`src/hw/rtl/azb_pkg.sv`:
```
// Shared types, constants and trigonometric threshold tables of the azimuth binner.
`default_nettype none

package azb_pkg;

    localparam int CELL_W    = 7;
    localparam int BIN_W     = 9;
    localparam int S_TDATA_W = 16;
    localparam int M_TDATA_W = 16;

    // The degree floor inside one octant lies in 0..44 and is found one bit a stage.
    localparam int FL_W     = 6;
    localparam int TAB_N    = 64;
    localparam int DEG_LAST = 44;
    localparam int DEG_DIAG = 45;
    localparam int DEG_COMP = 89;

    // Fractional bits of the sine and cosine thresholds.
    localparam int TRIG_W = 40;
    localparam int HALF_W = TRIG_W / 2;

    localparam int OFF_Q1    = 10;
    localparam int OFF_Q23   = 190;
    localparam int OFF_Q4    = 370;
    localparam int FULL_TURN = 360;
    localparam int NO_BIN    = 0;

    localparam logic [1:0] QUAD_1  = 2'd0;
    localparam logic [1:0] QUAD_23 = 2'd1;
    localparam logic [1:0] QUAD_4  = 2'd2;

    localparam real PI_R = 3.14159265358979323846;

    typedef struct packed {
        logic       zero;
        logic       exact;
        logic       swap;
        logic       same;
        logic [1:0] quad;
    } azb_ctrl_t;

    typedef logic [TRIG_W-1:0] trig_tab_t [TAB_N];

    // Converts a real value in [0, 1) to an unsigned fraction of TRIG_W bits, in two halves.
    function automatic logic [TRIG_W-1:0] real_to_q(input real v);
        real         scale;
        real         s;
        real         r;
        logic [31:0] hi;
        logic [31:0] lo;
        scale = 2.0 ** HALF_W;
        s     = v * scale;
        hi    = 32'($rtoi(s));
        r     = (s - real'(hi)) * scale;
        lo    = 32'($rtoi(r));
        return {hi[HALF_W-1:0], lo[HALF_W-1:0]};
    endfunction

    // Entries beyond the last threshold make the comparison fail.
    function automatic trig_tab_t build_tab(input logic want_sin);
        trig_tab_t t;
        real       ang;
        int        d;
        for (d = 0; d < TAB_N; d++) begin
            if (d > DEG_LAST || d == 0) begin
                t[d] = want_sin ? '1 : '0;
            end else begin
                ang  = real'(d) * PI_R / 180.0;
                t[d] = real_to_q(want_sin ? $sin(ang) : $cos(ang));
            end
        end
        return t;
    endfunction

    localparam trig_tab_t SIN_TAB = build_tab(1'b1);
    localparam trig_tab_t COS_TAB = build_tab(1'b0);

endpackage

`default_nettype wire

```
`src/hw/rtl/azb_search_stage.sv`:
```
// One stage of the binary search for the whole-degree floor of the octant angle.
`default_nettype none

module azb_search_stage
    import azb_pkg::*;
#(
    parameter int MAG_W = 8,
    parameter int BIT   = 5
) (
    input  wire logic                 aclk,
    input  wire logic                 aresetn,
    input  wire logic                 in_valid,
    output logic                      in_ready,
    input  wire logic [MAG_W-1:0]     in_num,
    input  wire logic [MAG_W-1:0]     in_den,
    input  wire azb_ctrl_t            in_ctrl,
    input  wire logic [FL_W-1:0]      in_fl,
    output logic                      out_valid,
    input  wire logic                 out_ready,
    output logic [MAG_W-1:0]          out_num,
    output logic [MAG_W-1:0]          out_den,
    output azb_ctrl_t                 out_ctrl,
    output logic [FL_W-1:0]           out_fl
);

    localparam int PROD_W = MAG_W + TRIG_W;

    logic [FL_W-1:0]   cand;
    logic [PROD_W-1:0] prod_n;
    logic [PROD_W-1:0] prod_d;

    logic             valid_reg;
    logic             valid_next;
    logic [MAG_W-1:0] num_reg;
    logic [MAG_W-1:0] den_reg;
    azb_ctrl_t        ctrl_reg;
    logic [FL_W-1:0]  fl_reg;
    logic [FL_W-1:0]  fl_next;

    assign in_ready = !valid_reg || out_ready;

    // num/den exceeds tan(cand) exactly when num*cos(cand) exceeds den*sin(cand).
    always_comb begin
        cand       = in_fl;
        cand[BIT]  = 1'b1;
        prod_n     = PROD_W'(in_num) * PROD_W'(COS_TAB[cand]);
        prod_d     = PROD_W'(in_den) * PROD_W'(SIN_TAB[cand]);
        fl_next    = (prod_n > prod_d) ? cand : in_fl;
        valid_next = in_ready ? in_valid : valid_reg;
    end

    always_ff @(posedge aclk) begin
        if (!aresetn) begin
            valid_reg <= 1'b0;
        end else begin
            valid_reg <= valid_next;
        end
    end

    always_ff @(posedge aclk) begin
        if (in_ready && in_valid) begin
            num_reg  <= in_num;
            den_reg  <= in_den;
            ctrl_reg <= in_ctrl;
            fl_reg   <= fl_next;
        end
    end

    assign out_valid = valid_reg;
    assign out_num   = num_reg;
    assign out_den   = den_reg;
    assign out_ctrl  = ctrl_reg;
    assign out_fl    = fl_reg;

endmodule

`default_nettype wire

```
`config.mk`:
```
export PLATFORM = sky130hd
export DESIGN_NAME = azb_search_stage
export DESIGN_NICKNAME = d
export VERILOG_FILES = /design/src/hw/rtl/azb_pkg.sv /design/src/hw/rtl/azb_search_stage.sv
export SDC_FILE = /design/constraint.sdc
export NUM_CORES = 2
export LEC_CHECK = 0
export ABC_CLOCK_PERIOD_IN_PS = 8410
export BUFFER_PORTS_ARGS = -buffer_cell sky130_fd_sc_hd__buf_2
export CAP_MARGIN = 20
export CORE_ASPECT_RATIO = 1.25
export CORE_MARGIN = 2
export CORE_UTILIZATION = 61
export CTS_BUF_LIST = sky130_fd_sc_hd__clkbuf_4 sky130_fd_sc_hd__clkbuf_8
export DETAILED_ROUTE_END_ITERATION = 6
export HOLD_SLACK_MARGIN = 0.05
export PLACE_DENSITY = 0.86
export SLEW_MARGIN = 40
export SYNTH_ARGS = -nofsm -noshare
export SYNTH_HDL_FRONTEND = slang
export SYNTH_SLANG_ARGS = --single-unit
```
`constraint.sdc`:
```
create_clock -name aclk -period 8.41 [get_ports aclk]
set_input_delay 1.2615 -clock aclk [delete_from_list [all_inputs] [get_ports aclk]]
set_output_delay 1.2615 -clock aclk [all_outputs]
set_load 0.02 [all_outputs]
```
==> flow_summary.toml <==
[outcome]
status = "finished clean"

[placed_design]
gp_congestion = 1.04
dpl.hpwl_mm = 58.8
port_buffers = 61
placedCellCount = 3504

[critical_path]
slowest_delay_ns = 0.54
crit_path_start_kind = "input port"
worst-r2r-setup-slack_ns = 7.10
end_kind = "register"
path_class = "in -> reg"
worst_path_max_delay_cell = "fa_1"
worstPathMaxFanout = 8
rr_endpoint = "out_num[2]"
crit_required_ns = 8.51
worstRegToRegCells = 2
r2r_start = "out_valid"
crit_arrival_ns = 8.32

[clock_network]
cts_tree = "yes"
cts.sinks = 29
cts-root-buf = "clkbuf_8"
clk_path_buf_depth = 2
clk_latency_ns = 0.34
ctsHtreeMaxLevel = 2
path_clk_slew_ns = 0.10
cts_buffers = 5

[synth]
syn_area_sq_mm = 0.0229
syn_area_per_cell_sq_um = 8.53
synth_fp_nets = 3377
synth.mux.area_fraction = 0.00175
synth_ff_type = "edfxtp_1"
netlist_instances = 2689
async_flop_share = 0
synthSimpleGateAreaFrac = 0.222
ys_seq_area_frac = 0.0375
synth_edf_count = 28
synthXorXnorAreaFrac = 0.0302
synthAdderAreaFrac = 0.507
synth_cell_types = 69
synth_area_leaders = "fa_1 40%, ha_1 11%, and2_1 7.9%"
ys_seq_elements = 29
synth_top_family_by_area = "adder cells"
yosysWarnings = 0
synth-compound-area-share = 0.115
synth_top_area_share = 0.398
synth_area_leader_cell = "fa_1"

[route]
first_pass_iters = 7
drtIter0Drc = 1471
drc = 0
vias = 20811
wl_mm = 70.4
wl_per_cell_um = 20.0
vias_per_cell = 5.92
antenna_left = 0

[power_and_ir_drop]
p_per_area_mw_per_mm2 = 440
power.leakage_nw = 13.6
power_mw = 11.7
peakVddDrop_v = 0.000388

[floorplanning]
die_w_um = 177
dieArea_sq_mm = 0.0392
core_sq_mm = 0.0372
rows = 79
start_util = 0.617
ios = 62
die_y_um = 221

[global_route]
grt_usage = 0.375
antenna_found_initial = 0
grt_max_degree = 42
grt_overflow_total = 0
grt_pass1_wl_mm = 114
grt_pass1_vias = 22910

[sta]
slew_headroom = 0.480
hold_viol = 0
clock_skew_ns = 0.0195
tns_ns = 0
setup_viol = 0
final_max_slew_viol_count = 0
timing.fmax_mhz = 122
post-route-period-util = 0.978
period_needed_ns = 8.22
tightestPinTransition_ns = 0.775

[final_layout]
layout_commonest_cell = "fa_1"
nets = 3715
final_cell_mix = "456 x fa_1, 398 x inv_1, 392 x buf_4"
final_core_util = 0.716
areaGrowthSynthToFinish_pct = 16.0
instances_no_fill = 3514
antennaDiodeCount = 0
drive_gt1_frac = 0.171

[job]
maxCapViolCount = 0

[hold_path]
hold-path-endpoint = "out_valid"
hp-class = "reg -> reg"
min_path_cells = 2
worstHoldStart = "out_valid"
==> cell type report <==
cell class,instances,area (sq um)
multi-input cells,2135,20200
fillers,2823,10600
repair buffers,456,3300
inverters,400,1500
flip-flops and latches,29,861
well taps,486,608
clock buffers,5,68.8
clock inverters,3,17.5
==> metrics by stage <==
step           worst slack, ns  hold WS, ns  instance area (sq um)
2_1_floorplan            0.216        0.750                  22900
3_3_place_gp            -0.192        0.493                  26300
3_5_place_dp            -0.224        0.534                  26300
4_1_cts                  0.126        0.545                  26400
5_1_grt                -0.0445        0.569                  26600
6_report                 0.185        0.547                  26600
==> logic make-up (layout without fill, tap and decap cells) <==
kind of cell	count (synthesis)	count (layout)
flip-flops	29	29
adder cells (fa/ha/maj)	656	656
AND/OR/NAND/NOR	977	977
buffers and inverters	525	864
multiplexers	4	4
AO/OA/AOI/OAI	419	419
XOR/XNOR	79	79
==> critical path, delay by kind of cell <==
kind / cells / cell delay, ns
XOR/XNOR: 1 / 0.19
AO/OA/AOI/OAI: 15 / 2.97
AND/OR/NAND/NOR: 1 / 0.19
adder cells (fa/ha/maj): 7 / 2.79
buffers and inverters: 8 / 0.92
==> per-layer routing <==
metal,vias to the layer above,wire [um],track usage
li1,9170,-,-
met1,10422,25100,0.424
met2,922,36200,0.671
met3,297,4230,0.0407
met4,0,4860,0.246
met5,-,0,0
==> registers in the layout (all words and copies together), names as in the netlist <==
signal     count
out_ctrl       6
out_fl         6
out_den        8
out_num        8
out_valid      1
==> where the power goes <==
| part | internal (mW) | leakage [nW] | switching [mW] | total [mW] |
|---|---|---|---|---|
| Clock | 0.0575 | 0.0439 | 0.0870 | 0.145 |
| Sequential | 0.172 | 0.279 | 0.00462 | 0.177 |
| Combinational | 5.38 | 13.3 | 6.01 | 11.4 |
| Total | 5.61 | 13.6 | 6.10 | 11.7 |
==> cells in the mapped netlist (30+ instances only) <==
master    count
a21oi_1     153
nand2_1     260
nand2b_1     33
fa_1        456
a21o_1       59
nand4_1      30
xor2_1       35
clkbuf_1    103
and2_1      290
inv_1       399
xnor2_1      44
ha_1        200
nor2b_1     123
nor2_1      142
o21ai_0      66
==> worst max-delay path by stage <==
stage	start	to	slack, ns	cells past startpoint
after detailed placement	in_fl[0]	out_fl[5]	-0.22	34
after global routing	in_fl[1]	out_fl[5]	-0.04	35
after CTS	in_fl[0]	out_fl[5]	0.13	34
after global placement	in_fl[1]	out_fl[5]	-0.19	32
final	in_fl[1]	out_fl[5]	0.19	32
after floorplan	in_fl[3]	out_fl[5]	0.22	31
==> timing repair <==
action,CTS,global route
endpoints found under the setup margin,0,1
gates resized for setup,0,42
setup buffers,0,2
hold buffers,0,0
Note: power is estimated with default switching activity, not from simulation.
