[config.mk]
export PLATFORM = sky130hd
export DESIGN_NAME = azb_prep
export DESIGN_NICKNAME = d
export VERILOG_FILES = /design/src/hw/rtl/azb_pkg.sv /design/src/hw/rtl/azb_prep.sv
export SDC_FILE = /design/constraint.sdc
export NUM_CORES = 1
export LEC_CHECK = 0
export ABC_AREA = 1
export BUFFER_PORTS_ARGS = -buffer_cell sky130_fd_sc_hd__clkbuf_2
export CAP_MARGIN = 40
export CORE_ASPECT_RATIO = 1.75
export CORE_UTILIZATION = 47
export CTS_CLUSTER_DIAMETER = 40
export CTS_CLUSTER_SIZE = 28
export DETAILED_ROUTE_END_ITERATION = 8
export PLACE_DENSITY = 0.75
export SLEW_MARGIN = 15
export SYNTH_ARGS = -nofsm -noshare
export SYNTH_HDL_FRONTEND = slang
export SYNTH_SLANG_ARGS = --single-unit
export TNS_END_PERCENT = 50
[constraint.sdc]
create_clock -name aclk -period 2.3 [get_ports aclk]
set_input_delay 0.345 -clock aclk [delete_from_list [all_inputs] [get_ports aclk]]
set_output_delay 0.345 -clock aclk [all_outputs]
set_load 0.1 [all_outputs]
[src/hw/rtl/azb_pkg.sv]
// Shared types, constants and trigonometric threshold tables of the azimuth binner.
`default_nettype none

package azb_pkg;

    localparam int CELL_W    = 7;
    localparam int BIN_W     = 9;
    localparam int S_TDATA_W = 16;
    localparam int M_TDATA_W = 16;

    // The degree floor inside one octant lies in 0..44 and is found one bit a stage.
    localparam int FL_W     = 6;
    localparam int TAB_N    = 64;
    localparam int DEG_LAST = 44;
    localparam int DEG_DIAG = 45;
    localparam int DEG_COMP = 89;

    // Fractional bits of the sine and cosine thresholds.
    localparam int TRIG_W = 40;
    localparam int HALF_W = TRIG_W / 2;

    localparam int OFF_Q1    = 10;
    localparam int OFF_Q23   = 190;
    localparam int OFF_Q4    = 370;
    localparam int FULL_TURN = 360;
    localparam int NO_BIN    = 0;

    localparam logic [1:0] QUAD_1  = 2'd0;
    localparam logic [1:0] QUAD_23 = 2'd1;
    localparam logic [1:0] QUAD_4  = 2'd2;

    localparam real PI_R = 3.14159265358979323846;

    typedef struct packed {
        logic       zero;
        logic       exact;
        logic       swap;
        logic       same;
        logic [1:0] quad;
    } azb_ctrl_t;

    typedef logic [TRIG_W-1:0] trig_tab_t [TAB_N];

    // Converts a real value in [0, 1) to an unsigned fraction of TRIG_W bits, in two halves.
    function automatic logic [TRIG_W-1:0] real_to_q(input real v);
        real         scale;
        real         s;
        real         r;
        logic [31:0] hi;
        logic [31:0] lo;
        scale = 2.0 ** HALF_W;
        s     = v * scale;
        hi    = 32'($rtoi(s));
        r     = (s - real'(hi)) * scale;
        lo    = 32'($rtoi(r));
        return {hi[HALF_W-1:0], lo[HALF_W-1:0]};
    endfunction

    // Entries beyond the last threshold make the comparison fail.
    function automatic trig_tab_t build_tab(input logic want_sin);
        trig_tab_t t;
        real       ang;
        int        d;
        for (d = 0; d < TAB_N; d++) begin
            if (d > DEG_LAST || d == 0) begin
                t[d] = want_sin ? '1 : '0;
            end else begin
                ang  = real'(d) * PI_R / 180.0;
                t[d] = real_to_q(want_sin ? $sin(ang) : $cos(ang));
            end
        end
        return t;
    endfunction

    localparam trig_tab_t SIN_TAB = build_tab(1'b1);
    localparam trig_tab_t COS_TAB = build_tab(1'b0);

endpackage

`default_nettype wire

[src/hw/rtl/azb_prep.sv]
// Input stage: centres the cell, folds it into the first octant and records the quadrant.
`default_nettype none

module azb_prep
    import azb_pkg::*;
#(
    parameter int GRID_SIZE = 100,
    parameter int MAG_W     = 8
) (
    input  wire logic                 aclk,
    input  wire logic                 aresetn,
    input  wire logic                 in_valid,
    output logic                      in_ready,
    input  wire logic [CELL_W-1:0]    in_x,
    input  wire logic [CELL_W-1:0]    in_y,
    output logic                      out_valid,
    input  wire logic                 out_ready,
    output logic [MAG_W-1:0]          out_num,
    output logic [MAG_W-1:0]          out_den,
    output azb_ctrl_t                 out_ctrl
);

    localparam int OFF_W = MAG_W + 1;
    localparam int G1    = GRID_SIZE + 1;

    logic signed [OFF_W-1:0] dx;
    logic signed [OFF_W-1:0] dy;
    logic [MAG_W-1:0]        ax;
    logic [MAG_W-1:0]        ay;

    logic             valid_reg;
    logic             valid_next;
    logic [MAG_W-1:0] num_reg;
    logic [MAG_W-1:0] num_next;
    logic [MAG_W-1:0] den_reg;
    logic [MAG_W-1:0] den_next;
    azb_ctrl_t        ctrl_reg;
    azb_ctrl_t        ctrl_next;

    assign in_ready = !valid_reg || out_ready;

    always_comb begin
        dx = $signed({{(OFF_W-CELL_W-1){1'b0}}, in_x, 1'b0}) - $signed(OFF_W'(G1));
        dy = $signed({{(OFF_W-CELL_W-1){1'b0}}, in_y, 1'b0}) - $signed(OFF_W'(G1));
        ax = dx[OFF_W-1] ? MAG_W'(-dx) : MAG_W'(dx);
        ay = dy[OFF_W-1] ? MAG_W'(-dy) : MAG_W'(dy);

        ctrl_next.zero  = (dx == '0) || (dy == '0);
        ctrl_next.exact = (ax == ay);
        ctrl_next.swap  = (ay > ax);
        ctrl_next.same  = (dx[OFF_W-1] == dy[OFF_W-1]);
        if (!dx[OFF_W-1] && dx != '0) begin
            ctrl_next.quad = dy[OFF_W-1] ? QUAD_4 : QUAD_1;
        end else begin
            ctrl_next.quad = QUAD_23;
        end

        // The smaller magnitude becomes the numerator so the angle stays at or below 45 degrees.
        num_next   = ctrl_next.swap ? ax : ay;
        den_next   = ctrl_next.swap ? ay : ax;
        valid_next = in_ready ? in_valid : valid_reg;
    end

    always_ff @(posedge aclk) begin
        if (!aresetn) begin
            valid_reg <= 1'b0;
        end else begin
            valid_reg <= valid_next;
        end
    end

    always_ff @(posedge aclk) begin
        if (in_ready && in_valid) begin
            num_reg  <= num_next;
            den_reg  <= den_next;
            ctrl_reg <= ctrl_next;
        end
    end

    assign out_valid = valid_reg;
    assign out_num   = num_reg;
    assign out_den   = den_reg;
    assign out_ctrl  = ctrl_reg;

endmodule

`default_nettype wire

==> results by group, run 1 <==
Synthesis
  • Top cell type's share of synthesized area: 0.359
  • Post-synthesis cell count: 214
  • Count leader, synth: nand2_1
  • Synth cell types: 25
  • Total of warnings raised by yosys: 0
  • Yosys reg bits: 20
  • Async SR Flop Fraction: 0
  • Area contributors post-synth: edfxtp_1 (36%), nand2_1 (22%), ha_1 (7.1%)
  • List of most frequent post-synthesis cells: nand2_1 (91), inv_1 (29), edfxtp_1 (19)
  • Register area share after synthesis: 0.372
  • Top_reg_cell synth: edfxtp_1
  • Area leader, netlist: edfxtp_1
  • Number of synthesized flops with an enable pin: 19
  • Cell Area, Synth: 0.00159 mm²
  • Mean Syn Cell Area: 7.42 µm²

Floorplan
  • I/O pins: 42
  • Row cnt: 27
  • Die area: 0.00362 mm²
  • Die Wd: 45.9 µm
  • Die Y: 78.9 µm
  • Starting Density: 0.500
  • Area of the core: 0.00318 mm²

Hold path
  • Hold Path Class: primary input to flop
  • Hold Startpoint: aresetn

Worst setup path
  • Setup crit start kind: primary input
  • CP bufs+invs: 5
  • Critical Path RT: 2.31 ns
  • Crit path kind: primary input to flop
  • Slowest-stage cell, CP: ha_4
  • Crit path max-delay family: simple AND/OR/NAND/NOR gates
  • Critical Path Source: in_x[0]
  • Largest fanout on the critical path: 8
  • Arrival time worst endpoint: 2.14 ns
  • CP Cell Sequence: clkbuf_2 -> ha_2 -> inv_2 -> nand2_2 -> nand2_2 -> nand2_1 -> inv_1 -> nand2_1 -> nand2_2 -> inv_1 -> ha_4 -> nand2_2 -> nor2_2 -> nand2_1 -> nand2_2 -> nand2_4 -> buf_4 -> nand2_1 -> nand2_1
  • Critical R2R Launch: out_valid
  • Kind of end point of the critical path: flop
  • Delay of the slowest cell on the worst path: 0.27 ns

CTS
  • CTS tree: built
  • Htree depth: 1
  • CTS root buf: clkbuf_8
  • Number of buffers created by CTS: 3
  • CTS max path bufs: 2
  • Worst-Skew Late Latency: 0.24 ns
  • Num Clock Sinks: 20
  • Reg clk slew, reported paths: 0.06 ns
  • Hold_buf cts: 0

Drt
  • Final WL: 3070 µm
  • DRT Pass-1 Iters: 4
  • Drt via density: 4.60
  • Total number of vias: 1503
  • Antenna-violating nets left: 0
  • DRC Markers: 0
  • Wire per inst: 9.37 µm
  • DRT iter0 DRCs: 17

Cells and area
  • Filler instances: 298
  • Register area: 591 µm²
  • Multi-input logic area: 883 µm²
  • Nets: 312
  • P&R area growth vs syn: 34.0%
  • Layout cells sized above 1: 0.366
  • Diodes inserted: 0

STA
  • Fin. max-slew vios: 0
  • Fin. Hold Viols: 0
  • Rel. slew slack: 0.638
  • Hold slack: 0.345 ns
  • Final Skew: 0.00282 ns
  • Setup slack after layout: 0.166 ns
  • # setup viols final: 0
  • Worst-Margin Slew: 0.546 ns
  • Fmax: 0.469 GHz
  • Fin crit period: 2.13 ns
  • Part of the cycle the worst path needs: 0.928

Pwr
  • Leakage: 1.16 nW
  • Peak supply drop: 401 µV
  • PwrDens: 725 mW/mm²

Flow run
  • Max Cap Violations: 0

Global routing
  • Pin count of the biggest net entering global routing: 20
  • First-pass GRT wire length: 5150 µm
  • GR Overflow Total: 0
  • Total track usage: 0.190
  • Initial antenna violation count: 0
  • Vias in the first global route: 1368

Status
  • Status: finished clean

Placed design
  • Pre-CTS WS: -0.245 ns
  • Detailed placement HPWL: 2560 µm
  • Number of port buffers: 38
  • RePlAce Congestion: 0.883
cells by family after synthesis:
kind of cell             count (synthesis)  synth area share
other                                    2           0.00473
AND/OR/NAND/NOR                        135             0.406
adder cells (fa/ha/maj)                  9            0.0709
AO/OA/AOI/OAI                            7            0.0236
buffers and inverters                   39             0.112
XOR/XNOR                                 2            0.0110
flip-flops                              20             0.372
per-stage QoR:
stage / instances / util / power, W / cell area [µm²] / setup TNS (ns)
2_1_floorplan: 215 / - / 0.00114 / 1590 / 0
3_3_place_gp: 320 / 0.632 / 0.00128 / 2010 / -2.91
3_5_place_dp: 320 / 0.632 / 0.00129 / 2010 / -3.35
4_1_cts: 324 / 0.646 / 0.00150 / 2050 / 0
5_1_grt: 327 / 0.670 / 0.00163 / 2130 / -0.0153
6_report: 327 / 0.670 / 0.00154 / 2130 / 0
cells in the final DEF (no fill, tap or decap), types with 3 or more instances in the layout:
master	instances
nand3b_1	6
inv_1	28
nand2_4	3
inv_2	3
edfxtp_1	19
clkbuf_2	38
nand2_1	85
ha_1	6
nor2_2	4
nand2_2	13
conb_1	3
buf_4	31
a21oi_1	4
nand3_1	18
clkbuf_8	3
layer usage:
| layer | global-route usage | wire length [µm] |
|---|---|---|
| met2 | 0.368 | 1800 |
| met3 | 0.0159 | 73 |
| met1 | 0.174 | 1120 |
| met5 | 0 | 0 |
| met4 | 0.109 | 76 |
path summary, 6_finish.rpt:
path	depth (start not counted)	slack, ns	endpoint
max reg2reg	2	1.27	out_num[7]
min reg2reg	2	0.52	out_valid
max	19	0.17	out_den[6]
min	2	0.35	out_valid
sequential cells by signal, summed over array words and instances, names as in the netlist:
name / cells
out_ctrl: 5
out_valid: 1
out_num: 7
out_den: 7
cell type report:
type / count / area share
inverters: 34 / 0.0623
multi-input cells: 157 / 0.415
well taps: 43 / 0.0253
clock buffers: 4 / 0.0212
flip-flops and latches: 20 / 0.277
repair buffers: 69 / 0.199
where the power goes:
part	switching (W)	leakage (nW)	internal [W]
registers	0.0000105	0.196	0.000469
logic	0.000637	0.943	0.000213
clock network	0.0000915	0.0228	0.000123
total	0.000739	1.16	0.000805
repair_timing:
action	in CTS	in global routing
setup buffers	0	2
setup endpoints to repair	0	15
resized for setup	0	14
(Power assumes the default switching activity.)
==> inputs of run 2 (changes only) <==
--- a/config.mk
+++ b/config.mk
@@ -14,6 +14,7 @@
 export CTS_CLUSTER_SIZE = 28
 export DETAILED_ROUTE_END_ITERATION = 8
 export PLACE_DENSITY = 0.75
+export RECOVER_POWER = 100
 export SLEW_MARGIN = 15
 export SYNTH_ARGS = -nofsm -noshare
 export SYNTH_HDL_FRONTEND = slang
==> run 2 against run 1 <==
Net effect:
- clock skew is essentially flat
- global-route usage is the same
- register-to-register slack lost 0.50 ns
- via count increased by 0.13%
- clock-buffer cell count unchanged
- combinational power fell by 1%
- largest cell class unchanged
- first-iteration DRC count is 24% higher
- core utilization fell by 0.95 points
- critical path depth unchanged
- non-clock buffer count did not move
- worst hold slack got worse by 0.0038 ns
- flip-flop and latch count did not move
- largest power group unchanged
==> results by group, run 2 (synthesis gave the netlist of run 1 again) <==
Floorplan
  • Starting Density: 0.500 (unchanged)
  • Area of the core: 0.00318 mm² (unchanged)
  • Die Wd: 45.9 µm (unchanged)
  • Die Y: 78.9 µm (unchanged)
  • Die area: 0.00362 mm² (unchanged)
  • I/O pins: 42 (unchanged)
  • Row cnt: 27 (unchanged)

Pwr
  • Clock share of power: 0.140 (about the same)
  • Flop pwr share: 0.313 (+0.002)
  • Switching fraction of total power: 0.483 (+0.00396)
  • Gate power share: 0.547 (-0.004)
  • Leakage: 1.09 nW (-5.8%)
  • Sw power: 0.000739 W (about the same)
  • Total power: 0.00153 W (-0.77%)
  • PwrDens: 730 mW/mm² (+0.65%)
  • Peak supply drop: 387 µV (-3.3%)
  • Pint: 0.000793 W (-1.5%)

Worst setup path
  • Kind of end point of the critical path: flop
  • CP Cell Sequence: clkbuf_2 -> ha_2 -> inv_2 -> nand2_2 -> nand2_2 -> nand2_1 -> inv_1 -> nand2_1 -> nand2_2 -> inv_1 -> ha_4 -> nand2_2 -> nor2_2 -> nand2_1 -> nand2_2 -> nand2_4 -> buf_4 -> nand2_1 -> nand2_1
  • Critical Path RT: 2.31 ns (about the same)
  • Largest fanout on the critical path: 8 (unchanged)
  • Delay of the slowest cell on the worst path: 0.27 ns (about the same)
  • Setup crit start kind: primary input
  • Slowest-stage cell, CP: ha_4
  • Reg-to-reg endpoint: out_num[7]
  • Crit path kind: primary input to flop
  • Critical R2R Launch: out_valid
  • R2r setup slk: 0.77 ns (-0.50 ns)
  • Critical Path Source: in_x[0]
  • Arrival time worst endpoint: 2.14 ns (about the same)
  • Path depth of the worst reg2reg path: 2 (unchanged)

STA
  • Fin crit period: 2.14 ns (+0.000977 ns)
  • Fin. Hold Viols: 0 (unchanged)
  • Fin. max-slew vios: 0 (unchanged)
  • Fmax: 0.468 GHz (about the same)
  • Part of the cycle the worst path needs: 0.928 (about the same)
  • # setup viols final: 0 (unchanged)
  • Final Skew: 0.00280 ns (-0.0000152 ns)
  • Hold slack: 0.341 ns (-0.00378 ns)
  • Rel. slew slack: 0.221 (-0.417)
  • Worst-Margin Slew: 1.17 ns (+0.628 ns)

Placed design
  • RePlAce Congestion: 0.883 (unchanged)
  • Number of port buffers: 38 (unchanged)
  • Detailed placement HPWL: 2560 µm (unchanged)

Cells and area
  • Nets: 312 (unchanged)
  • Diodes inserted: 0 (unchanged)
  • Most frequent cells in the layout: nand2_1 (85), buf_4 (30), inv_1 (28), clkbuf_1 (23), edfxtp_1 (19)
  • Fin util: 0.661 (-0.00946)
  • Layout cells sized above 1: 0.289 (-0.0775)
  • Most common cell after layout, fill and taps aside: nand2_1
  • P&R area growth vs syn: 32.2%
  • Multi-input logic area: 883 µm² (unchanged)
  • Register area: 591 µm² (unchanged)
  • Filler instances: 305 (+2.3%)

CTS
  • CTS root buf: clkbuf_8
  • CTS max path bufs: 2 (unchanged)
  • Number of buffers created by CTS: 3 (unchanged)
  • Reg clk slew, reported paths: 0.06 ns (about the same)
  • Worst-Skew Late Latency: 0.24 ns (about the same)
  • Num Clock Sinks: 20 (unchanged)
  • CTS tree: built
  • Htree depth: 1 (unchanged)
  • Hold_buf cts: 0 (unchanged)

Flow run
  • Max Cap Violations: 0 (unchanged)

Hold path
  • Worst Hold Path EP: out_valid
  • Hold Crit Depth: 2 (unchanged)
  • Hold Path Class: primary input to flop
  • Hold Startpoint: aresetn

Drt
  • Wire per inst: 9.45 µm (+0.78%)
  • DRT iter0 DRCs: 21 (+4)
  • Drt via density: 4.60 (+0.13%)
  • Final WL: 3090 µm (+0.78%)
  • DRC Markers: 0 (unchanged)
  • Total number of vias: 1505 (+0.13%)
  • DRT Pass-1 Iters: 4 (unchanged)
  • Antenna-violating nets left: 0 (unchanged)

Global routing
  • Initial antenna violation count: 0 (unchanged)
  • Total track usage: 0.190 (unchanged)
  • GR Overflow Total: 0 (unchanged)
  • Pin count of the biggest net entering global routing: 20 (unchanged)
  • First-pass GRT wire length: 5150 µm (unchanged)
  • Vias in the first global route: 1368 (unchanged)

Status
  • Status: finished clean
## run 2: final cells by class
cell class,instances,area share
clock buffer,4,0.0215
inverter,34,0.0632
multi-input combinational,157,0.421
sequential,20,0.281
tap,43,0.0256
timing repair buffer,69,0.187
## run 2: worst max path at each step
stage                       endpoint  cells after the start
final                     out_den[6]                     19
after global routing      out_num[2]                     16
after CTS                 out_num[5]                     18
after detailed placement  out_num[1]                     18
after global placement    out_den[7]                     18
after floorplan           out_den[4]                     18
## run 2: worst max-delay path: cells and delay by family
kind	cells	cell delay, ns
buffers and inverters	5	0.43
AND/OR/NAND/NOR	12	0.92
adder cells (fa/ha/maj)	2	0.47
## run 2: metrics by stage
| step | cells | setup slack, ns | setup TNS, ns | area (µm²) |
|---|---|---|---|---|
| after floorplan | 215 | 0.0722 | 0 | 1590 |
| after global placement | 320 | -0.216 | -2.91 | 2010 |
| after detailed placement | 320 | -0.245 | -3.35 | 2010 |
| after CTS | 324 | 0.0111 | 0 | 2050 |
| after global routing | 327 | -0.00729 | -0.0153 | 2100 |
| final | 327 | 0.165 | 0 | 2100 |
## run 2: power groups by stage
stage / clock network (W) / logic (W) / registers [W]
after floorplan: 0 / 0.000307 / 0.000837
after global placement: 0 / 0.000790 / 0.000486
after detailed placement: 0 / 0.000802 / 0.000488
after CTS: 0.000219 / 0.000804 / 0.000480
after global routing: 0.000229 / 0.000904 / 0.000486
final: 0.000214 / 0.000838 / 0.000480
## run 2: routing by layer
| metal | track usage | vias up | share of wire |
|---|---|---|---|
| li1 | - | 809 | - |
| met1 | 0.174 | 657 | 0.37 |
| met2 | 0.368 | 33 | 0.58 |
| met3 | 0.0159 | 6 | 0.028 |
| met4 | 0.109 | 0 | 0.025 |
| met5 | 0 | - | 0 |
## run 2: what timing repair did
action / 4_1_cts / 5_1_grt
hold endpoints to repair: 0 / 0
buffers inserted: 0 / 2
setup endpoints to repair: 0 / 15
resized for setup: 0 / 14
