`config.mk`:
```
export PLATFORM = sky130hd
export DESIGN_NAME = azb_bin
export DESIGN_NICKNAME = d
export VERILOG_FILES = /design/src/hw/rtl/azb_pkg.sv /design/src/hw/rtl/azb_bin.sv
export SDC_FILE = /design/constraint.sdc
export NUM_CORES = 1
export LEC_CHECK = 0
export BUFFER_PORTS_ARGS = -buffer_cell sky130_fd_sc_hd__buf_4
export CAP_MARGIN = 15
export CORE_MARGIN = 2
export CORE_UTILIZATION = 50
export CTS_CLUSTER_SIZE = 12
export DETAILED_ROUTE_END_ITERATION = 10
export PLACE_DENSITY = 0.77
export SLEW_MARGIN = 0
export SYNTH_ARGS = -nofsm -noshare
export SYNTH_HDL_FRONTEND = slang
export SYNTH_SLANG_ARGS = --single-unit
```
`constraint.sdc`:
```
create_clock -name aclk -period 3.7 [get_ports aclk]
set_input_delay 0.37 -clock aclk [delete_from_list [all_inputs] [get_ports aclk]]
set_output_delay 0.37 -clock aclk [all_outputs]
set_load 0.005 [all_outputs]
```
`src/hw/rtl/azb_pkg.sv`:
```
// Shared types, constants and trigonometric threshold tables of the azimuth binner.
`default_nettype none

package azb_pkg;

    localparam int CELL_W    = 7;
    localparam int BIN_W     = 9;
    localparam int S_TDATA_W = 16;
    localparam int M_TDATA_W = 16;

    // The degree floor inside one octant lies in 0..44 and is found one bit a stage.
    localparam int FL_W     = 6;
    localparam int TAB_N    = 64;
    localparam int DEG_LAST = 44;
    localparam int DEG_DIAG = 45;
    localparam int DEG_COMP = 89;

    // Fractional bits of the sine and cosine thresholds.
    localparam int TRIG_W = 40;
    localparam int HALF_W = TRIG_W / 2;

    localparam int OFF_Q1    = 10;
    localparam int OFF_Q23   = 190;
    localparam int OFF_Q4    = 370;
    localparam int FULL_TURN = 360;
    localparam int NO_BIN    = 0;

    localparam logic [1:0] QUAD_1  = 2'd0;
    localparam logic [1:0] QUAD_23 = 2'd1;
    localparam logic [1:0] QUAD_4  = 2'd2;

    localparam real PI_R = 3.14159265358979323846;

    typedef struct packed {
        logic       zero;
        logic       exact;
        logic       swap;
        logic       same;
        logic [1:0] quad;
    } azb_ctrl_t;

    typedef logic [TRIG_W-1:0] trig_tab_t [TAB_N];

    // Converts a real value in [0, 1) to an unsigned fraction of TRIG_W bits, in two halves.
    function automatic logic [TRIG_W-1:0] real_to_q(input real v);
        real         scale;
        real         s;
        real         r;
        logic [31:0] hi;
        logic [31:0] lo;
        scale = 2.0 ** HALF_W;
        s     = v * scale;
        hi    = 32'($rtoi(s));
        r     = (s - real'(hi)) * scale;
        lo    = 32'($rtoi(r));
        return {hi[HALF_W-1:0], lo[HALF_W-1:0]};
    endfunction

    // Entries beyond the last threshold make the comparison fail.
    function automatic trig_tab_t build_tab(input logic want_sin);
        trig_tab_t t;
        real       ang;
        int        d;
        for (d = 0; d < TAB_N; d++) begin
            if (d > DEG_LAST || d == 0) begin
                t[d] = want_sin ? '1 : '0;
            end else begin
                ang  = real'(d) * PI_R / 180.0;
                t[d] = real_to_q(want_sin ? $sin(ang) : $cos(ang));
            end
        end
        return t;
    endfunction

    localparam trig_tab_t SIN_TAB = build_tab(1'b1);
    localparam trig_tab_t COS_TAB = build_tab(1'b0);

endpackage

`default_nettype wire

```
`src/hw/rtl/azb_bin.sv`:
```
// Output stage: unfolds the octant floor, adds the quadrant offset and wraps to a bin.
`default_nettype none

module azb_bin
    import azb_pkg::*;
(
    input  wire logic                 aclk,
    input  wire logic                 aresetn,
    input  wire logic                 in_valid,
    output logic                      in_ready,
    input  wire azb_ctrl_t            in_ctrl,
    input  wire logic [FL_W-1:0]      in_fl,
    output logic                      out_valid,
    input  wire logic                 out_ready,
    output logic [BIN_W-1:0]          out_bin
);

    logic [6:0]        fl_full;
    logic signed [7:0] th;
    logic [BIN_W-1:0]  off;
    logic [9:0]        v;
    logic [BIN_W-1:0]  wrapped;

    logic             valid_reg;
    logic             valid_next;
    logic [BIN_W-1:0] bin_reg;
    logic [BIN_W-1:0] bin_next;

    assign in_ready = !valid_reg || out_ready;

    always_comb begin
        if (in_ctrl.exact) begin
            fl_full = 7'(DEG_DIAG);
        end else if (in_ctrl.swap) begin
            fl_full = 7'(DEG_COMP) - 7'(in_fl);
        end else begin
            fl_full = 7'(in_fl);
        end

        // With opposite signs the angle is negative, and its floor is one lower
        // unless it is a whole number of degrees, which only the diagonal gives.
        if (in_ctrl.same) begin
            th = $signed({1'b0, fl_full});
        end else if (in_ctrl.exact) begin
            th = -8'sd45;
        end else begin
            th = -$signed({1'b0, fl_full}) - 8'sd1;
        end

        case (in_ctrl.quad)
            QUAD_1:  off = BIN_W'(OFF_Q1);
            QUAD_4:  off = BIN_W'(OFF_Q4);
            default: off = BIN_W'(OFF_Q23);
        endcase

        v       = 10'({1'b0, off}) + 10'($unsigned(10'(th)));
        wrapped = (v >= 10'(FULL_TURN)) ? BIN_W'(v - 10'(FULL_TURN)) : BIN_W'(v);
        bin_next = in_ctrl.zero ? BIN_W'(NO_BIN) : wrapped + 1'b1;
        valid_next = in_ready ? in_valid : valid_reg;
    end

    always_ff @(posedge aclk) begin
        if (!aresetn) begin
            valid_reg <= 1'b0;
        end else begin
            valid_reg <= valid_next;
        end
    end

    always_ff @(posedge aclk) begin
        if (in_ready && in_valid) begin
            bin_reg <= bin_next;
        end
    end

    assign out_valid = valid_reg;
    assign out_bin   = bin_reg;

endmodule

`default_nettype wire

```
==> key figures, run 1 <==
Global routing
  • First-pass GRT wire length: 5.24 mm
  • GR Layer Usage met3: 3.49%
  • Initial antenna violation count: 0
  • Gr ovfl total: 0
  • Total track usage: 20.6%
  • Met1 usage: 24.9%
  • GR Util met2: 37.4%
  • Largest net degree at the start of global routing: 10
  • Number of global-route vias before repair: 1254
  • Busiest layer in global routing: met2

Clock network
  • TritonCTS clock tree: yes
  • Clock Tree Root: clkbuf_4
  • Cts hold-fix bufs: 0
  • H-Tree Depth: 1
  • TritonCTS buffer count: 3
  • Clock Pin Slew Worst Setup and Hold Paths: 0.06 ns
  • Worst-Skew Late Latency: 0.27 ns
  • Sink Count: 10
  • CTS max path bufs: 2

Die
  • Rows: 18
  • CORE AREA: 2500 sq um
  • Die height: 55.8 um
  • IO Count: 27
  • Die Width: 55.8 um
  • Starting Density: 53.7%
  • DIE AREA: 3110 sq um

Logic synthesis
  • Post-synth EDFFs: 9
  • Syn avg cell area: 8.18 sq um
  • #FFs+latches synth: 10
  • Share of the synthesized area in the top cell type: 20.1%
  • Synth unique cells: 46
  • Largest area contributor in the netlist: edfxtp_1
  • Synth Net Count: 193
  • Synth Flop Type: edfxtp_1
  • Synth Instances: 164
  • Seq/Total Area, Yosys: 21.6%
  • Async S/R FF share, synth: 0%
  • Top cells by area, synth: edfxtp_1, xnor2_1, ha_1, nor2_1, a21oi_1
  • Synthesized cell area: 1340 sq um
  • Yosys warnings: 0

Place
  • HPWL Detailed: 2.57 mm
  • PortBufs: 26
  • Routability cong.: 0.849
  • Post-DP Area: 1670 sq um
  • Cells after DPL: 232

Timing
  • Max_slew headroom: 73.0%
  • Final hold violation count: 0
  • Period utilization: 96.2%
  • Final hold slack: 0.373 ns
  • Clk_skew: 0.0147 ns
  • RSZ-0062 raised after global routing: yes
  • Least-Margin Pin Slew: 0.402 ns
  • Min cycle time layout: 3.56 ns
  • Setup Viol. Count Final: 0
  • Max Clk Rate: 281 MHz
  • Pins Over Slew Limit: 0

Critical path
  • WP data arrival: 3.65 ns
  • CP bufs+invs: 2
  • Crit-path slowest cell: a311o_1
  • CP peak stage delay: 0.40 ns
  • CP most frequent cell: buf_4
  • Crit path max fanout: 5
  • Crit path cell chain: buf_4 -> buf_4 -> o21ai_1 -> nand2_1 -> xor2_1 -> nor2_1 -> xnor2_1 -> ha_1 -> or2_2 -> a311o_1 -> a211oi_4 -> xnor2_2 -> a21o_1 -> and4_4 -> o21bai_2 -> o31a_1 -> nor3_1
  • Worst setup EP type: flip-flop
  • Startpoint types: input pin
  • Critical path required time: 3.79 ns
  • Critical path's top delay family: compound AO/OA/AOI/OAI gates
  • R2R Setup Slk: 2.54 ns
  • Critical path class: input pin to flip-flop

Cells and area
  • Layout net count: 239
  • Commonest non-fill, non-tap cells in the layout: buf_4, nor2_1, xnor2_1
  • Antenna Cells: 0
  • Layout cells sized above 1: 32.1%
  • Commonest non-fill, non-tap cell in the layout: buf_4
  • Post-route cell area: 1770 sq um
  • Non-filler cells, final: 239
  • P&R area growth vs syn: 32.0%

Routing
  • Post-Route WL: 3.19 mm
  • Initial DRC Count: 58
  • Post-route ant nets: 0
  • 1st-pass router iterations: 4
  • Vias/cell: 5.52
  • Routed wire per std cell: 13.4 um
  • DRC violations left: 0
  • Via count: 1319

Power
  • Worst VDD drop: 0.372 mV
  • Sequential fraction of design power: 19.3%
  • Power consumption: 0.000809 W
  • Leak: 0.788 nW
  • Sw Share: 40.9%
  • PD cells: 457 nW/um^2
  • Internal: 0.000478 W
  • Clock share of power: 9.7%
  • Net load switching power: 0.000331 W
  • Comb power frac: 70.9%

Flow run
  • Max cap viols: 0

Run status
  • Outcome: complete, no violations

Worst hold path
  • Min-Delay Path Class: input pin to flip-flop
state kept, by name (all words and copies together) (netlist names):
name       cells
out_bin        9
out_valid      1
Yosys cell counts (2+ instances only):
| master | count |
|---|---|
| a211o_1 | 2 |
| a21o_1 | 3 |
| a21oi_1 | 11 |
| and2_1 | 5 |
| clkbuf_1 | 3 |
| edfxtp_1 | 9 |
| ha_1 | 12 |
| inv_1 | 5 |
| inv_2 | 3 |
| mux2i_1 | 2 |
| nand2_1 | 13 |
| nand2b_1 | 4 |
| nand3_1 | 4 |
| nor2_1 | 20 |
| nor3_1 | 7 |
| nor3b_1 | 2 |
| o21ai_0 | 5 |
| or2_2 | 2 |
| or3_1 | 2 |
| xnor2_1 | 21 |
| xor2_1 | 4 |
timing repair:
item | in CTS | in global routing
resized for setup | 3 | 7
endpoints found under the setup margin | 1 | 4
setup buffers | 2 | 1
pin swaps | 2 | 6
metrics by stage:
stage / util, % / worst slack (ns) / TNS, ns
floorplan: - / 0.0102 / 0
global placement: 67.0 / -0.0976 / -0.223
detailed placement: 67.0 / -0.304 / -1.09
CTS: 69.4 / 0.0336 / 0
global route: 70.8 / -0.0125 / -0.0125
finish: 70.8 / 0.141 / 0
power groups by stage:
stage | registers [W] | logic [W] | clock network [W]
after floorplan | 0.000160 | 0.000352 | 0
after CTS | 0.000157 | 0.000549 | 0.0000802
final | 0.000157 | 0.000574 | 0.0000789
after global placement | 0.000158 | 0.000518 | 0
after global routing | 0.000158 | 0.000630 | 0.0000862
after detailed placement | 0.000159 | 0.000536 | 0
layout make-up:
class | count | area (sq um)
fillers | 199 | 729
inverters | 8 | 30.0
repair buffers | 46 | 345
multi-input cells | 141 | 1040
clock buffers | 4 | 26.3
flip-flops and latches | 10 | 290
well taps | 30 | 37.5
per-layer routing:
layer	share of wire [%]	up-vias
li1	-	668
met1	42	596
met2	51	49
met3	5.4	6
met4	1.6	0
met5	0	-
path summary, 6_finish.rpt:
path              startpoint          to  cells past startpoint
hold reg to reg    out_valid   out_valid                      2
setup reg to reg   out_valid  out_bin[7]                      2
hold / removal       aresetn   out_valid                      2
setup / recovery    in_fl[2]  out_bin[8]                     17
kinds of logic (layout without fill, tap and decap cells):
kind of cell / count (synthesis) / count (layout) / synth area share [%]
mux: 2 / 2 / 1.49
xor+xnor: 26 / 26 / 17.5
buf+inv: 13 / 58 / 4.29
flops: 10 / 10 / 21.6
compound gates: 35 / 35 / 18.2
simple gates: 65 / 65 / 24.2
fa+ha+maj: 13 / 13 / 12.7
No activity file was read; power rests on OpenSTA's default activity.
==> inputs of run 2 (changes only) <==
Settings changed: ABC_AREA set to 1, CORE_UTILIZATION 50 to 56, PLACE_DENSITY 0.77 to 0.81.
Clock period 3.7 ns to 3.9 ns, I/O delays scaled along.
==> key figures, run 2 <==
Run status
  • Outcome: complete, no violations

Routing
  • Post-route ant nets: 0 (unchanged)
  • Vias/cell: 5.05 (-8.4%)
  • 1st-pass router iterations: 4 (unchanged)
  • Post-Route WL: 2.69 mm (-16%)
  • Initial DRC Count: 15 (-74%)
  • DRC violations left: 0 (unchanged)
  • Via count: 1314 (-0.38%)
  • Routed wire per std cell: 10.3 um (-23%)

Clock network
  • CTS max path bufs: 2 (unchanged)
  • Clock Pin Slew Worst Setup and Hold Paths: 0.07 ns (about the same)
  • Cts hold-fix bufs: 0 (unchanged)
  • TritonCTS buffer count: 3 (unchanged)
  • Worst-Skew Late Latency: 0.27 ns (about the same)
  • Setup repair bufs after CTS: 0 (-2)
  • Sink Count: 10 (unchanged)
  • Post-CTS Resized: 0 (-3)
  • Clock Tree Root: clkbuf_4
  • H-Tree Depth: 1 (unchanged)
  • TritonCTS clock tree: yes

Cells and area
  • Layout net count: 260 (+8.8%)
  • Antenna Cells: 0 (unchanged)
  • Fillcell total: 225 (+13%)
  • Max reg flops: 9 (unchanged)
  • FF+latch area: 290 sq um (unchanged)
  • Commonest non-fill, non-tap cells in the layout: nand2_1, inv_1, buf_4
  • P&R area growth vs syn: 17.4%
  • Commonest non-fill, non-tap cell in the layout: nand2_1
  • Layout cells sized above 1: 25.2% (-6.8 points)
  • Multi-input combinational cell area: 951 sq um (-8.7%)

Power
  • Internal: 0.000325 W (-32%)
  • Comb power frac: 64.5% (-6.4 points)
  • Leak: 0.871 nW (+11%)
  • Worst VDD drop: 0.297 mV (-20%)
  • Sw Share: 46.7% (+5.8 points)
  • Clock share of power: 12.0% (+2.3 points)
  • Net load switching power: 0.000285 W (-14%)
  • PD cells: 371 nW/um^2 (-19%)
  • Sequential fraction of design power: 23.5% (+4.2 points)

Die
  • Die height: 54 um (-3.2%)
  • CORE AREA: 2430 sq um (-2.7%)
  • DIE AREA: 2920 sq um (-6.3%)
  • Starting Density: 57.6% (+3.9 points)
  • Die Width: 54 um (-3.2%)
  • IO Count: 27 (unchanged)
  • Rows: 18 (unchanged)

Logic synthesis
  • Largest area contributor in the netlist: edfxtp_1
  • Async S/R FF share, synth: 0% (unchanged)
  • Count leader, synth: nand2_1
  • Synth Flop Type: edfxtp_1
  • Synth unique cells: 34 (-26%)
  • #FFs+latches synth: 10 (unchanged)
  • Post-synth EDFFs: 9 (unchanged)
  • Synth Net Count: 231 (+20%)
  • Seq/Total Area, Yosys: 20.7% (-0.91 points)
  • Synthesized cell area: 1400 sq um (+4.4%)
  • Synth Instances: 202 (+23%)
  • Syn avg cell area: 6.93 sq um (-15%)
  • Commonest cells in the netlist: nand2_1, inv_1, nand3_1, a21oi_1
  • Share of the synthesized area in the top cell type: 19.3% (-0.85 points)
  • Top cells by area, synth: edfxtp_1, nand2_1, ha_1, inv_1, xor2_1
  • Yosys warnings: 0 (unchanged)

Timing
  • Least-Margin Pin Slew: 0.894 ns (+0.493 ns)
  • RSZ-0062 raised after global routing: no
  • Final hold violation count: 0 (unchanged)
  • Clk_skew: 0.0102 ns (-0.00449 ns)
  • Setup TNS: 0 ns (unchanged)
  • Min cycle time layout: 3.38 ns
  • Period utilization: 86.6%
  • Max_slew headroom: 40.4% (-33 points)
  • Setup Viol. Count Final: 0 (unchanged)
  • Max Clk Rate: 296 MHz
  • Pins Over Slew Limit: 0 (unchanged)
  • Final setup margin: 0.523 ns (+0.382 ns)

Critical path
  • Startpoint types: input pin
  • Worst setup EP type: flip-flop
  • CP most frequent cell: nand2_1
  • Critical path required time: 3.93 ns (+0.14 ns)
  • WP data arrival: 3.40 ns (-0.25 ns)
  • CP peak stage delay: 0.47 ns (+0.07 ns)
  • Critical path class: input pin to flip-flop
  • Crit-path slowest cell: or3b_2
  • Crit path max fanout: 6 (+1)
  • Crit path cell chain: buf_4 -> inv_1 -> ha_1 -> or3b_2 -> a21oi_1 -> o21ai_0 -> xor2_1 -> ha_1 -> nand2_1 -> inv_1 -> a21oi_1 -> nand2_1 -> nand2_1 -> nand2_2 -> nor2_4 -> nand4_4 -> nand2_4 -> nand2_1 -> nand2_2 -> nor2_2 -> a21oi_1 -> nor2_1

Global routing
  • Largest net degree at the start of global routing: 10 (unchanged)
  • Initial antenna violation count: 0 (unchanged)
  • Total track usage: 20.4% (-0.20 points)
  • First-pass GRT wire length: 4.39 mm (-16%)
  • Gr ovfl total: 0 (unchanged)
  • Number of global-route vias before repair: 1094 (-13%)

Place
  • Dpl ws: 0.260 ns (+0.564 ns)
  • HPWL Detailed: 2.31 mm (-10%)
  • Routability cong.: 0.842 (-0.87%)
  • PortBufs: 26 (unchanged)

Flow run
  • Max cap viols: 0 (unchanged)

Worst hold path
  • Min-Delay Path Class: input pin to flip-flop
[run 2: cell count changes in the layout (fill, tap and decap cells not counted), moves of 12 or more]
cell / change
buf_4: -20
inv_1: +26
nand2_1: +31
nand2_2: +13
nand3_1: +12
xnor2_1: -18
[run 2: kinds of logic (layout without fill, tap and decap cells)]
group                      Yosys count  count (layout)  synth area share, %
AOI/OAI and AO/OA                   27              27                 10.4
xor gates and xnor gates            12              12                 7.51
adders and majority gates           13              13                 12.2
buffers and inverters               37              65                 11.3
DFF                                 10              10                 20.7
and+or+nand+nor                    103             103                 37.9
[run 2: final cells by class]
class	count	area share [%]
clock inverter	1	0.228
clock buffer	3	1.37
sequential	10	17.7
timing repair buffer	26	11.9
inverter	35	8.75
multi-input combinational	155	57.8
tap	30	2.28
[run 2: through the flow]
step | util [%] | area (sq um) | hold slack, ns | instances | power (W)
4_1_cts | 67.6 | 1640 | 0.388 | 260 | 0.000613
5_1_grt | 67.6 | 1640 | 0.370 | 260 | 0.000669
2_1_floorplan | - | 1400 | 0.523 | 202 | 0.000449
3_5_place_dp | 66.5 | 1620 | 0.512 | 256 | 0.000539
6_report | 67.6 | 1640 | 0.393 | 260 | 0.000610
3_3_place_gp | 66.5 | 1620 | 0.506 | 256 | 0.000530
[run 2: layer usage]
metal	wire length, um	vias to the layer above	share of wire, %	GRT usage, %
met3	90	0	3.3	5.00
met5	0	-	0	0
met2	1420	27	53	38.0
li1	-	709	-	-
met4	0	0	0	2.50
met1	1180	578	44	23.9
[run 2: power groups by stage]
| stage | clock network (W) | logic [W] | registers (W) |
|---|---|---|---|
| after detailed placement | 0 | 0.000393 | 0.000146 |
| after global routing | 0.0000813 | 0.000442 | 0.000145 |
| after CTS | 0.0000748 | 0.000395 | 0.000144 |
| after floorplan | 0 | 0.000301 | 0.000147 |
| final | 0.0000731 | 0.000394 | 0.000143 |
| after global placement | 0 | 0.000385 | 0.000145 |
[run 2: worst paths after layout]
path	endpoint	slack, ns	cells after the start	from
max	out_bin[7]	0.52	22	in_fl[1]
min	out_valid	0.39	2	aresetn
max reg2reg	out_bin[1]	2.49	1	out_valid
min reg2reg	out_valid	0.52	2	out_valid
[run 2: critical path, delay by kind of cell]
family / cells / cell delay [ns]
xor gates and xnor gates: 1 / 0.15
buffers and inverters: 3 / 0.20
adders and majority gates: 2 / 0.52
AOI/OAI and AO/OA: 4 / 0.56
and+or+nand+nor: 12 / 1.58
==> inputs of run 3 (changes only) <==
Settings changed: CORE_UTILIZATION 56 to 60, PLACE_DENSITY 0.81 to 0.86.
Clock period 3.9 ns to 4.35 ns, I/O delays scaled along.
==> key figures, run 3 (synthesis results as in run 2) <==
Run status
  • Outcome: complete, no violations

Cells and area
  • P&R area growth vs syn: 17.2%
  • Fillcell total: 190 (-16%)
  • Commonest non-fill, non-tap cells in the layout: nand2_1, inv_1, buf_4
  • Layout cells sized above 1: 25.2% (unchanged)
  • Post-layout util: 74.2% (+6.6 points)
  • Commonest non-fill, non-tap cell in the layout: nand2_1
  • Max reg flops: 9 (unchanged)
  • Layout net count: 260 (unchanged)
  • Post-route cell area: 1640 sq um (-0.15%)
  • Non-filler cells, final: 258 (-0.77%)
  • Antenna Cells: 0 (unchanged)

Place
  • Cells after DPL: 254 (-0.78%)
  • PortBufs: 26 (unchanged)
  • Post-DP Area: 1620 sq um (-0.15%)
  • HPWL Detailed: 2.49 mm (+7.9%)
  • Routability cong.: 0.899 (+6.9%)

Clock network
  • Cts hold-fix bufs: 0 (unchanged)
  • TritonCTS clock tree: yes
  • CTS max path bufs: 2 (unchanged)
  • Clock Pin Slew Worst Setup and Hold Paths: 0.07 ns (about the same)
  • TritonCTS buffer count: 3 (unchanged)
  • Setup repair bufs after CTS: 0 (unchanged)
  • Sink Count: 10 (unchanged)
  • Worst-Skew Late Latency: 0.27 ns (about the same)
  • Post-CTS Resized: 0 (unchanged)
  • Clock Tree Root: clkbuf_4
  • H-Tree Depth: 1 (unchanged)

Timing
  • Max Clk Rate: 286 MHz
  • Final hold violation count: 0 (unchanged)
  • Setup TNS: 0 ns (unchanged)
  • Max_slew headroom: 41.6% (+1.2 points)
  • RSZ-0062 raised after global routing: no
  • Least-Margin Pin Slew: 0.876 ns (-0.0187 ns)
  • Clk_skew: 0.00635 ns (-0.00383 ns)
  • Setup Viol. Count Final: 0 (unchanged)
  • Min cycle time layout: 3.49 ns
  • Period utilization: 80.3%
  • Pins Over Slew Limit: 0 (unchanged)

Power
  • PD cells: 339 nW/um^2 (-8.7%)
  • Leak: 0.871 nW (unchanged)
  • Worst VDD drop: 0.235 mV (-21%)

Die
  • Die Width: 52.3 um (-3.1%)
  • Starting Density: 63.3% (+5.7 points)
  • Rows: 17 (-1)
  • CORE AREA: 2210 sq um (-9.1%)
  • DIE AREA: 2740 sq um (-6.2%)
  • Die height: 52.3 um (-3.1%)
  • IO Count: 27 (unchanged)

Routing
  • DRC violations left: 0 (unchanged)
  • Vias/cell: 5.32 (+5.2%)
  • Initial DRC Count: 23 (+8)
  • Routed wire per std cell: 11.7 um (+13%)
  • Post-route ant nets: 0 (unchanged)
  • Via count: 1372 (+4.4%)
  • 1st-pass router iterations: 5 (+1)
  • Post-Route WL: 3.03 mm (+13%)

Critical path
  • WP data arrival: 3.52 ns (+0.12 ns)
  • Worst setup EP type: flip-flop
  • Crit-path slowest cell: or3b_2
  • R2R Setup Slk: 2.95 ns (+0.46 ns)
  • Startpoint types: input pin
  • CP most frequent cell: nand2_1
  • Critical path's top delay family: simple AND/OR/NAND/NOR gates
  • CP peak stage delay: 0.47 ns (about the same)
  • Crit path max fanout: 6 (unchanged)
  • Crit path cell chain: buf_4 -> inv_1 -> ha_1 -> or3b_2 -> a21oi_1 -> o21ai_0 -> xor2_1 -> ha_1 -> nand2_1 -> inv_1 -> a21oi_1 -> nand2_1 -> nand2_1 -> nand2_2 -> nor2_4 -> nand4_4 -> nand3_1 -> nand2_2 -> nor2_4 -> nand4_1 -> nand2_1 -> nor2_1
  • CP bufs+invs: 3 (unchanged)
  • Critical path class: input pin to flip-flop
  • Critical path required time: 4.38 ns (+0.45 ns)

Global routing
  • Largest net degree at the start of global routing: 10 (unchanged)
  • Initial antenna violation count: 0 (unchanged)
  • Number of global-route vias before repair: 1303 (+19%)
  • First-pass GRT wire length: 5.11 mm (+16%)
  • Gr ovfl total: 0 (unchanged)
  • Total track usage: 24.4% (+4.0 points)

Flow run
  • Max cap viols: 0 (unchanged)

Worst hold path
  • Min-Delay Path Class: input pin to flip-flop
run 3: cell counts in the layout (fill, tap and decap cells not counted):
Identical to the previous run, type by type.
run 3: cell type report:
| class | instances | area (sq um) | area share [%] |
|---|---|---|---|
| inverters | 35 | 144 | 8.77 |
| clock buffers | 3 | 22.5 | 1.37 |
| multi-input cells | 155 | 951 | 57.9 |
| well taps | 28 | 35.0 | 2.13 |
| clock inverters | 1 | 3.75 | 0.229 |
| flip-flops and latches | 10 | 290 | 17.7 |
| repair buffers | 26 | 195 | 11.9 |
run 3: metrics by stage:
stage	setup WS, ns	hold WS, ns	power [W]
finish	0.857	0.433	0.000556
global route	0.502	0.427	0.000603
CTS	0.877	0.429	0.000556
detailed placement	0.601	0.519	0.000488
global placement	0.741	0.498	0.000469
floorplan	0.972	0.523	0.000402
run 3: path summary, 6_finish.rpt:
check                                from  cells past startpoint    endpoint
worst min-delay path              aresetn                      2   out_valid
worst max-delay path             in_fl[1]                     22  out_bin[8]
worst min register to register  out_valid                      2   out_valid
worst max register to register  out_valid                      1  out_bin[2]
run 3: metal layers:
layer / global-route usage, % / vias up / wire [um]
li1: - / 714 / -
met1: 25.8 / 624 / 1220
met2: 50.6 / 32 / 1680
met3: 4.86 / 2 / 111
met4: 0.855 / 0 / 10
met5: 0 / - / 0
run 3: power breakdown:
part	internal (W)	switching [W]	total, W
Clock	0.0000331	0.0000338	0.0000670
Sequential	0.000124	0.00000422	0.000129
Combinational	0.000134	0.000226	0.000360
Total	0.000292	0.000264	0.000556
